File: src/hw/rtl/lpp_pkg.sv
// Shared types, widths and codes for the LRU page pool directory.
// Used by lpp_control, lpp_datapath and lru_page_pool_with_pinning.
`default_nettype none

package lpp_pkg;

   localparam int POOL_FRAMES   = 16;
   localparam int PIN_SLOTS     = 8;
   localparam int FRAME_W       = $clog2(POOL_FRAMES);
   localparam int SLOT_W        = (PIN_SLOTS > 1) ? $clog2(PIN_SLOTS) : 1;
   localparam int PAGE_W        = 32;
   localparam int CNT_W         = 16;
   localparam int TOTAL_W       = 32;
   localparam int FUNC_W        = 2;
   localparam int STATUS_W      = 3;
   localparam int FRAME_FIELD_W = 4;
   localparam int RSP_FIELDS_W  = FRAME_FIELD_W + 1 + PAGE_W + 1 + 3 * TOTAL_W;
   localparam int RSP_DATA_W    = ((RSP_FIELDS_W + 7) / 8) * 8;

   localparam logic [CNT_W-1:0] PIN_MAX = {CNT_W{1'b1}};

   localparam logic [FUNC_W-1:0] FUNC_GET   = 2'd0;
   localparam logic [FUNC_W-1:0] FUNC_PIN   = 2'd1;
   localparam logic [FUNC_W-1:0] FUNC_UNPIN = 2'd2;

   typedef enum logic [STATUS_W-1:0] {
      ST_HIT       = 3'd0,
      ST_MISS      = 3'd1,
      ST_EXHAUSTED = 3'd2,
      ST_PIN_FULL  = 3'd3,
      ST_UNPIN_BAD = 3'd4,
      ST_PIN_DONE  = 3'd5
   } status_type;

   typedef struct packed {
      logic capture;
      logic look;
      logic apply;
   } ctl_cmd_type;

   typedef struct packed {
      logic req_known;
   } dp_stat_type;

   function automatic logic [FRAME_W-1:0] lowest_frame(input logic [POOL_FRAMES-1:0] v);
      logic [FRAME_W-1:0] idx;
      idx = '0;
      for (int i = POOL_FRAMES - 1; i >= 0; i--) begin
         if (v[i]) begin
            idx = FRAME_W'(i);
         end
      end
      return idx;
   endfunction

   function automatic logic [SLOT_W-1:0] lowest_slot(input logic [PIN_SLOTS-1:0] v);
      logic [SLOT_W-1:0] idx;
      idx = '0;
      for (int i = PIN_SLOTS - 1; i >= 0; i--) begin
         if (v[i]) begin
            idx = SLOT_W'(i);
         end
      end
      return idx;
   endfunction

endpackage

`default_nettype wire

File: src/hw/rtl/lpp_control.sv
// Sequencer for the page pool directory: accept, look up, apply, hold result.
// Depends on lpp_pkg for the command and status structs.
`default_nettype none

module lpp_control (
   input  wire logic               clock,
   input  wire logic               reset,
   input  wire logic               req_tvalid,
   output logic                    req_tready,
   output logic                    rsp_tvalid,
   input  wire logic               rsp_tready,
   input  wire lpp_pkg::dp_stat_type stat,
   output lpp_pkg::ctl_cmd_type    cmd
);

   typedef enum logic [2:0] {
      S_IDLE  = 3'b001,
      S_LOOK  = 3'b010,
      S_APPLY = 3'b100
   } state_type;

   state_type state_ff, state_in;
   logic      rsp_valid_ff, rsp_valid_in;
   logic      can_apply;
   logic      take;

   assign can_apply  = !rsp_valid_ff || rsp_tready;
   assign req_tready = !reset &&
                       ((state_ff == S_IDLE) || ((state_ff == S_APPLY) && can_apply));
   assign take       = req_tvalid && req_tready && stat.req_known;

   assign cmd.capture = take;
   assign cmd.look    = (state_ff == S_LOOK);
   assign cmd.apply   = (state_ff == S_APPLY) && can_apply;
   assign rsp_tvalid  = rsp_valid_ff;

   always_comb begin
      state_in = state_ff;
      unique case (state_ff)
         S_IDLE: begin
            if (take) begin
               state_in = S_LOOK;
            end
         end
         S_LOOK: begin
            state_in = S_APPLY;
         end
         S_APPLY: begin
            if (can_apply) begin
               state_in = take ? S_LOOK : S_IDLE;
            end
         end
         default: begin
            state_in = S_IDLE;
         end
      endcase
   end

   always_comb begin
      if (cmd.apply) begin
         rsp_valid_in = 1'b1;
      end else if (rsp_tready) begin
         rsp_valid_in = 1'b0;
      end else begin
         rsp_valid_in = rsp_valid_ff;
      end
   end

   always_ff @(posedge clock) begin
      if (reset) begin
         state_ff     <= S_IDLE;
         rsp_valid_ff <= 1'b0;
      end else begin
         state_ff     <= state_in;
         rsp_valid_ff <= rsp_valid_in;
      end
   end

endmodule

`default_nettype wire

File: config.mk
export PLATFORM = sky130hd
export DESIGN_NAME = lpp_control
export DESIGN_NICKNAME = d
export VERILOG_FILES = /design/src/hw/rtl/lpp_pkg.sv /design/src/hw/rtl/lpp_control.sv
export SDC_FILE = /design/constraint.sdc
export NUM_CORES = 1
export LEC_CHECK = 0
export BUFFER_PORTS_ARGS = -buffer_cell sky130_fd_sc_hd__buf_4
export CELL_PAD_IN_SITES_DETAIL_PLACEMENT = 1
export CELL_PAD_IN_SITES_GLOBAL_PLACEMENT = 1
export CORE_AREA = 2 2 39 41
export DETAILED_ROUTE_END_ITERATION = 8
export DIE_AREA = 0 0 41 43
export PLACE_DENSITY_LB_ADDON = 0.15
export SYNTH_ARGS = -nofsm -noshare
export SYNTH_HDL_FRONTEND = slang
export SYNTH_SLANG_ARGS = --single-unit
File: constraint.sdc
create_clock -name clock -period 3.4 [get_ports clock]
set_clock_uncertainty 0.1 [all_clocks]
set_input_delay 0.34 -clock clock [delete_from_list [all_inputs] [get_ports clock]]
set_output_delay 0.34 -clock clock [all_outputs]
set_load 0.005 [all_outputs]
# ---- Word level (Yosys, flattened, before mapping)
# Index checks and enable logic that the tools add are counted.
dict set report word_totals {
  inputBits 5
  word_cells 23
  register_bits 4
}
dict set report classes {
  n_eq_ne 5
  reduce_logical 10
  mux 6
}
# operator n
set ops {}
lappend ops {{$pmux 3 s3} 1}
lappend ops {{$mux 3} 2}
lappend ops {{$logic_and 1x1->1} 4}
lappend ops {{$ne 2x2->1 const B} 2}
lappend ops {{$eq 3x1->1 const B} 1}
lappend ops {{$eq 3x2->1 const B} 1}
lappend ops {{$eq 3x3->1 const B} 1}
lappend ops {{$logic_not 1->1} 2}
lappend ops {{$logic_or 1x1->1} 2}
lappend ops {{$mux 1} 2}
lappend ops {{$mux 2} 1}
lappend ops {{$reduce_and 2->1} 1}
lappend ops {{$reduce_bool 2->1} 1}

# ---- Logic depth before layout (Yosys ltp)
# Gate-level depths: netlist (run 1).
dict set report depth {
  word_depth 10
  mapped_depth 4
  depth_no_buf 3
}

# ---- Least setup slack after synthesis (run 1)
# Ideal clock, no wire load.
dict set report synth_timing {
  kind {reg2out}
  start {register state_ff[2]}
  end {output cmd[0] (netlist bit)}
  t_arrival_ps 918
  t_required_ps 2960
  slack_ps 2042
  path_stages_with_launch 4
  n_path_buf 1
  path_cell_list {dfxtp_1 > or3b_1 > nor2_1 > buf_4}
}
# item line_no
set synth_rtl {}
lappend synth_rtl {{start, declared} lpp_control.sv:22} ;# state_type state_ff, state_in;
lappend synth_rtl {{start signal, assigned} lpp_control.sv:74} ;# state_ff <= state_in;
lappend synth_rtl {{end, declared} lpp_control.sv:13} ;# output lpp_pkg::ctl_cmd_type cmd

==> results of run 1 <==
cell type report:
cell class | count | area (um2)
Clock buffer | 3 | 22.52
Fill cell | 172 | 1062
Inverter | 1 | 3.754
Multi-Input combinational cell | 19 | 127.6
Sequential cell | 4 | 80.08
Tap cell | 16 | 20.02
Timing Repair Buffer | 9 | 67.56
layout by cell type (no fill, tap or decap), types with 2 or more instances in the layout:
master	n
dfxtp_1	4
a21oi_1	3
buf_4	9
nor2b_1	4
nor3_1	2
clkbuf_4	3
how the worst min path moves through the flow:
| stage | startpoint | endpoint | slack [ns] | depth (start not counted) |
|---|---|---|---|---|
| floorplan | reset | rsp_tvalid$_SDFFE_PP0P_ | 0.31 | 1 |
| global placement | state_ff[0]$_SDFFE_PP1P_ | state_ff[2]$_SDFFE_PP0P_ | 0.43 | 1 |
| detailed placement | state_ff[0]$_SDFFE_PP1P_ | state_ff[2]$_SDFFE_PP0P_ | 0.42 | 1 |
| CTS | reset | rsp_tvalid$_SDFFE_PP0P_ | 0.20 | 2 |
| global route | reset | state_ff[2]$_SDFFE_PP0P_ | 0.21 | 2 |
| finish | reset | rsp_tvalid$_SDFFE_PP0P_ | 0.20 | 2 |
routing by layer:
| metal | wire length (um) | track usage (%) |
|---|---|---|
| met1 | 248 | 10.26 |
| met2 | 257 | 10.63 |
| met3 | 28 | 3.141 |
| met4 | 14 | 10.00 |
| met5 | 0 | 0 |
stage by stage:
step / setup slack [ns] / std cells
6_report: 1.723 / 52
3_5_place_dp: 1.873 / 49
2_1_floorplan: 2.042 / 26
5_1_grt: 1.593 / 52
3_3_place_gp: 1.878 / 49
4_1_cts: 1.697 / 52
where the power goes:
group | internal (mW) | leakage (nW) | switching (mW)
sequential | 0.0481 | 0.0325 | 0.00131
combinational | 0.00707 | 0.0902 | 0.00375
clock | 0.0395 | 0.0138 | 0.0200
total | 0.0947 | 0.136 | 0.0251
flip-flops by register name, summed over array words and instances (netlist names):
signal	cells
state_ff	3
rsp_tvalid	1
kinds of logic after synthesis:
group           Yosys count
flops                     4
simple gates             13
buf+inv                   3
compound gates            6
worst register-to-register path: stages, from the launching register on:
cell and delay [ns]:
dfxtp_1 0.38, or3b_1 0.39, o21bai_1 0.18, a21o_1 0.15
==> impl.org, run 1 <==
** Yosys
- In the synthesized netlist the async set-or-reset flop fraction comes to 0%.
- Averaged over all synthesized cells, the footprint is 8.710 um2.
- Synthesis inferred 4 register bits.
- Main combinational cell family by area after synthesis :: simple AND/OR/NAND/NOR gates
- Share of the synthesized area in the top cell type :: 35.36%
- Largest cells by area after synthesis :: dfxtp_1 35%, nor2b_1 11%, a21oi_1 6.6%
- The biggest area contributor in the post-synthesis netlist is dfxtp_1.
- Counting every net in the synthesized netlist gives 31.
- After Yosys synthesis, and, or, nand and nor cells account for 40.33% of the synthesized area.
- After Yosys synthesis, full adders, half adders and majority gates account for 0% of the synthesized area.
- Total standard cell area after synthesis :: 226.5 um2
- Measured against the total synthesized area, the mux share comes to 0%.
- Counting instances in the post-synthesis netlist gives the leading cell types as 4 x dfxtp_1, 4 x nor2b_1, 3 x a21oi_1.
- Post-synth EDFFs :: 0
- Summing the areas of all compound-gate instances in the mapped netlist gives about 16% of the synthesized area.
- YS warnings :: 0
- Synthesized instance count :: 26
- Fraction of synthesized cell area in xor and xnor cells :: 0%
- Most frequently used flop master after synthesis :: dfxtp_1
- Portion of the post-synthesis area used by sequential elements :: 35.36%
- The netlist uses 16 different library cells.

** Routing
- The detailed router placed 219 vias in this run.
- Wires add up to 549 um.
- DRC Markers :: 0
- The first detailed-routing pass ran for 2 iterations.
- The detailed router finished its first iteration with 2 violations.
- Count of antenna-violating nets left after detailed routing :: 0
- Wire length per cell :: 10.56 um
- Via density :: 4.212

** Finish
- Post-route core utilization :: 23.24%
- Nets :: 43
- 0 antenna diodes ended up in the layout.
- The post-route netlist has 33.33% of its cells at a drive strength greater than 1.
- Post-Layout Inst Area :: around 320 um2
- The area growth from synthesis to layout is 41.99%.

** Timing
- Part of the cycle the worst path needs :: 49.32%
- In this run the tightest slew margin relative to its limit is 82.74%.
- Actual slew at the worst max-slew pin :: 0.2555 ns
- Setup violations remaining at the end of the flow were counted as 0.
- RSZ-0062 raised after global routing :: no
- Achievable Freq :: 0.5963 GHz
- Sum of negative setup slack :: 0 ns
- Final Hold Viols :: 0
- Worst hold slack across all endpoints :: 0.2024 ns
- Counting I/O delays and the setup requirement, the final critical path takes 1.677 ns.
- Final Slew Violations :: 0

** Setup path
- STA classifies the critical path endpoint as a primary output.
- STA classifies the critical path startpoint as a register.
- The critical path in this run is classified as register to primary output.
- Bufs and invs on worst path :: 1
- On the worst path, the slowest cell contributes a delay of 0.38 ns.
- Data required, critical path :: 2.96 ns
- In this run the worst path has a maximum fanout of 6.
- Worst R2R Start :: state_ff[2]$_SDFFE_PP0P_
- Endpoint of the worst-slack reg-to-reg timing path :: state_ff[0]$_SDFFE_PP1P_
- Critical path depth :: 4
- The worst register-to-register path has a setup slack of 2.09 ns.
- Worst Setup EP :: cmd[2]
- Data arrives at the worst endpoint at 1.24 ns.
- In this run the worst setup path begins at state_ff[2]$_SDFFE_PP0P_.
- Worst-path cell chain :: and2b_1 -> a21oi_1 -> nor2b_1 -> buf_4
- On the critical path the largest part of the delay comes from flip-flops.
- Number of cell instances on the worst register-to-register path :: 3
- Critical path's slowest cell :: dfxtp_1

** Power and ir drop
- Static Leak :: 0.1365 nW
- Power density over the cells :: 372.4 mW/mm2
- Total power :: 0.1198 mW
- The worst-case IR drop observed on VDD is ~0.12 mV.

** Placed design
- Input/output buffers :: 9
- At the end of routability-driven placement, the weighted congestion stood at ~0.7.
- HPWL after DPL :: 439.8 um
- Placed inst area :: 299.0 um2

** Clock network
- Total clock sinks :: 4
- Hold repair after CTS inserted 0 buffers.
- TritonCTS built the clock tree.
- Buffer type at the clock tree root :: clkbuf_4
- In this run the deepest clock path goes through 2 buffers.
- The clock reaches the later pin of the worst-skew pair after ~0.24 ns.
- Total clock buffers created by CTS :: 3
- In this run, post-CTS repair resized a total of 0 instances.
- Buffers inserted during post-CTS setup optimization :: 0
- Clk pin slew, worst setup/hold paths :: 0.04 ns
- CTS H-Tree Depth :: 1

** Job
- The tool flagged a number of max-cap violations equal to 0.

** Global routing
- The total overflow left after global routing is 0.
- First-pass GRT wire length :: 966 um
- Pin count of the biggest net entering global routing :: 7
- Via count of the first global-routing pass :: 232
- The number of antenna violations at the first check in global routing came to 0.
- Total global routing track utilization :: 8.726%

** Status
- Run status :: completed

** Floorplan
- Die Ht :: 43 um
- Die extent in x :: ~41 um
- Floorplan core area :: approximately 0.0014 mm2
- Num rows :: 14
- Die area :: 0.001763 mm2
- Effective utilization at floorplan :: 16.37%
- During I/O placement, the number of pins put on the boundary was 10.

** Hold path
- The tightest min-delay check is of the input pin to register type.
Note: power is estimated with default switching activity, not from simulation.
==> run 2, diff against run 1 <==
==> constraint.sdc (replaced) <==
create_clock -name clock -period 1.7 [get_ports clock]
set_clock_uncertainty 0.1 [all_clocks]
set_input_delay 0.17 -clock clock [delete_from_list [all_inputs] [get_ports clock]]
set_output_delay 0.17 -clock clock [all_outputs]
set_load 0.005 [all_outputs]
==> impl.org, run 2 (synthesis results as in run 1) <==
** Hold path
- In this run the most critical hold path is launched from reset.
- Tightest Hold Check Type :: input pin to register
- Worst Hold Path Cells :: 2

** Finish
- Leaving out fill and tap cells, the most frequent cell in the layout is buf_4.
- At the end of the flow, the number of nets in the layout was 43.
- After routing the design area is 321.6 um2.
- Antenna fix cells :: 0
- Area Growth Syn to Fin :: 41.99%
- Register bank with the most flops :: state_ff
- Flip-flop count of the largest register, all copies and words added :: 3
- Fraction of final layout cells sized beyond drive strength 1 :: 33.33%
- In the layout the commonest cells are 9 x buf_4, 4 x nor2b_1, 4 x dfxtp_1, 3 x a21oi_1, 3 x clkbuf_4.

** Setup path
- The setup path with the least slack is of type register to primary output.
- The largest single stage delay on the critical path is 0.38 ns.
- Bufs and invs on worst path :: 1
- Worst R2R Start :: state_ff[2]$_SDFFE_PP0P_
- Across all register-to-register paths, the minimum setup slack is 0.37 ns.
- Worst Setup EP :: cmd[2]
- Critical path's slowest cell :: dfxtp_1
- Traced cell by cell, the critical path runs through and2b_1 -> a21oi_1 -> nor2b_1 -> buf_4.
- Crit path launch :: state_ff[2]$_SDFFE_PP0P_
- Maximum fanout along the worst path :: 6
- In this run the number of cells on the critical path is 4.
- Number of cell instances on the worst register-to-register path :: 3
- Data required, critical path :: between 1 and 1.5 ns
- The worst register-to-register path ends at state_ff[0]$_SDFFE_PP1P_.
- Family with the most delay on the worst path :: flip-flops
- The worst setup path is launched from a register.
- STA puts the critical path data arrival time at 1.25 ns.
- Endpoint kind of the worst setup timing path :: primary output

** Floorplan
- Die Ht :: 43 um
- In this run the core area contains 14 standard-cell rows.
- The total area inside the core boundary comes to 0.001384 mm2.
- Top Ports :: 10
- Die area :: 0.001763 mm2
- Die extent in x :: 41 um
- Effective utilization at floorplan :: roughly 16%

** Clock network
- CTS built an H-tree with a depth of 1.
- CTS Buffer Depth :: 2
- In this run, post-CTS repair resized a total of 0 instances.
- The clock drives 4 sinks.
- Clock tree from TritonCTS :: done
- For this design, the CTS-stage hold fixing added 0 buffers.
- The number of clock buffers added by TritonCTS is 3.
- The later pin in the worst-skew pair is clocked with a latency of 0.23 ns.
- In this run the post-CTS setup repair buffer count came out at 0.
- The root buffer cell chosen for the clock tree is clkbuf_4.
- Clk pin slew, worst setup/hold paths :: ~0.04 ns

** Routing
- Via count :: between 200 and 250
- In the routed layout, each cell is associated on average with a via count of 4.173.
- Total Wirelength :: 578 um
- DRC Markers :: 0
- Count of antenna-violating nets left after detailed routing :: 0
- Number of violations reported at the end of detailed-routing iteration 0 :: 2
- The first detailed-routing pass ran for 2 iterations.
- Wire length per cell :: between 10 and 15 um

** Timing
- Actual slew at the worst max-slew pin :: 0.3150 ns
- The final critical path takes up 89.34% of the cycle.
- Headroom to the max-slew limit came out at 78.95%.
- Final Hold Viols :: 0
- The worst path needs about 1.5 ns of the cycle, external delays included.
- Derived from the worst setup path, the maximum achievable clock frequency is 0.6584 GHz.
- Setup repair after global routing left no endpoint under its margin.
- The number of max-slew violations in the final report was 0.
- Sum of negative setup slack :: 0 ns
- Setup violations remaining at the end of the flow were counted as 0.

** Placed design
- The placed instances occupy a cell area of 299.0 um2.
- After legalization and detailed placement, the total HPWL measured 445.9 um.
- Input/output buffers :: 9
- Routability-driven placement congestion ratio :: between 0.7 and 0.8

** Power and ir drop
- Summing internal, switching and leakage power gives 0.2371 mW.
- Maximum resistive drop on vdd :: 0.2687 mV
- Static Leak :: about 0.14 nW
- Power density over the cells :: 737.3 mW/mm2

** Job
- Number of max-capacitance violations reported :: 0

** Global routing
- Pin count of the biggest net entering global routing :: 7
- Global routing consumed, over all layers together, 8.717% of the routing resources.
- For this run the aggregate overflow at the end of global routing stands at 0.
- First-pass GRT wire length :: 959 um
- The number of global-route vias before repair is around 220.
- Antenna violations before repair :: 0

** Status
- Run status :: completed
-- run 2: cell counts in the layout (fill, tap and decap cells not counted) --
No cell type changed its count.
-- run 2: through the flow --
stage                     instances  util [%]  setup WS (ns)  hold WS [ns]
after CTS                        52     23.24         0.1683       0.03788
after global routing             52     23.24        0.04768       0.04012
after floorplan                  26         -         0.4653        0.1391
final                            52     23.24         0.1812       0.04360
after detailed placement         49     21.61         0.3793        0.2857
after global placement           49     21.61         0.3751        0.2831
-- run 2: report_power, final --
part,internal [mW],switching (mW)
registers,0.0962,0.00251
logic,0.0141,0.00785
clock network,0.0789,0.0375
total,0.189,0.0479
-- run 2: cell type report --
type | instances | area, um2
fill | 168 | 1062
multi-input combinational | 19 | 127.6
sequential | 4 | 80.08
timing repair buffer | 9 | 67.56
clock buffer | 3 | 22.52
tap | 16 | 20.02
inverter | 1 | 3.754
-- run 2: worst min-delay path by stage --
stage | endpoint | slack [ns]
3_5_place_dp | state_ff[2]$_SDFFE_PP0P_ | 0.29
5_1_grt | rsp_tvalid$_SDFFE_PP0P_ | 0.04
2_1_floorplan | rsp_tvalid$_SDFFE_PP0P_ | 0.14
6_report | rsp_tvalid$_SDFFE_PP0P_ | 0.04
3_3_place_gp | rsp_tvalid$_SDFFE_PP0P_ | 0.28
4_1_cts | state_ff[2]$_SDFFE_PP0P_ | 0.04
-- run 2: metal layers --
metal | up-vias | GRT usage (%) | share of wire, %
met1 | 100 | 9.585 | 47
met2 | 4 | 11.25 | 47
li1 | 111 | - | -
met4 | 0 | 10.00 | 1.9
met3 | 2 | 3.141 | 4.2
met5 | - | 0 | 0
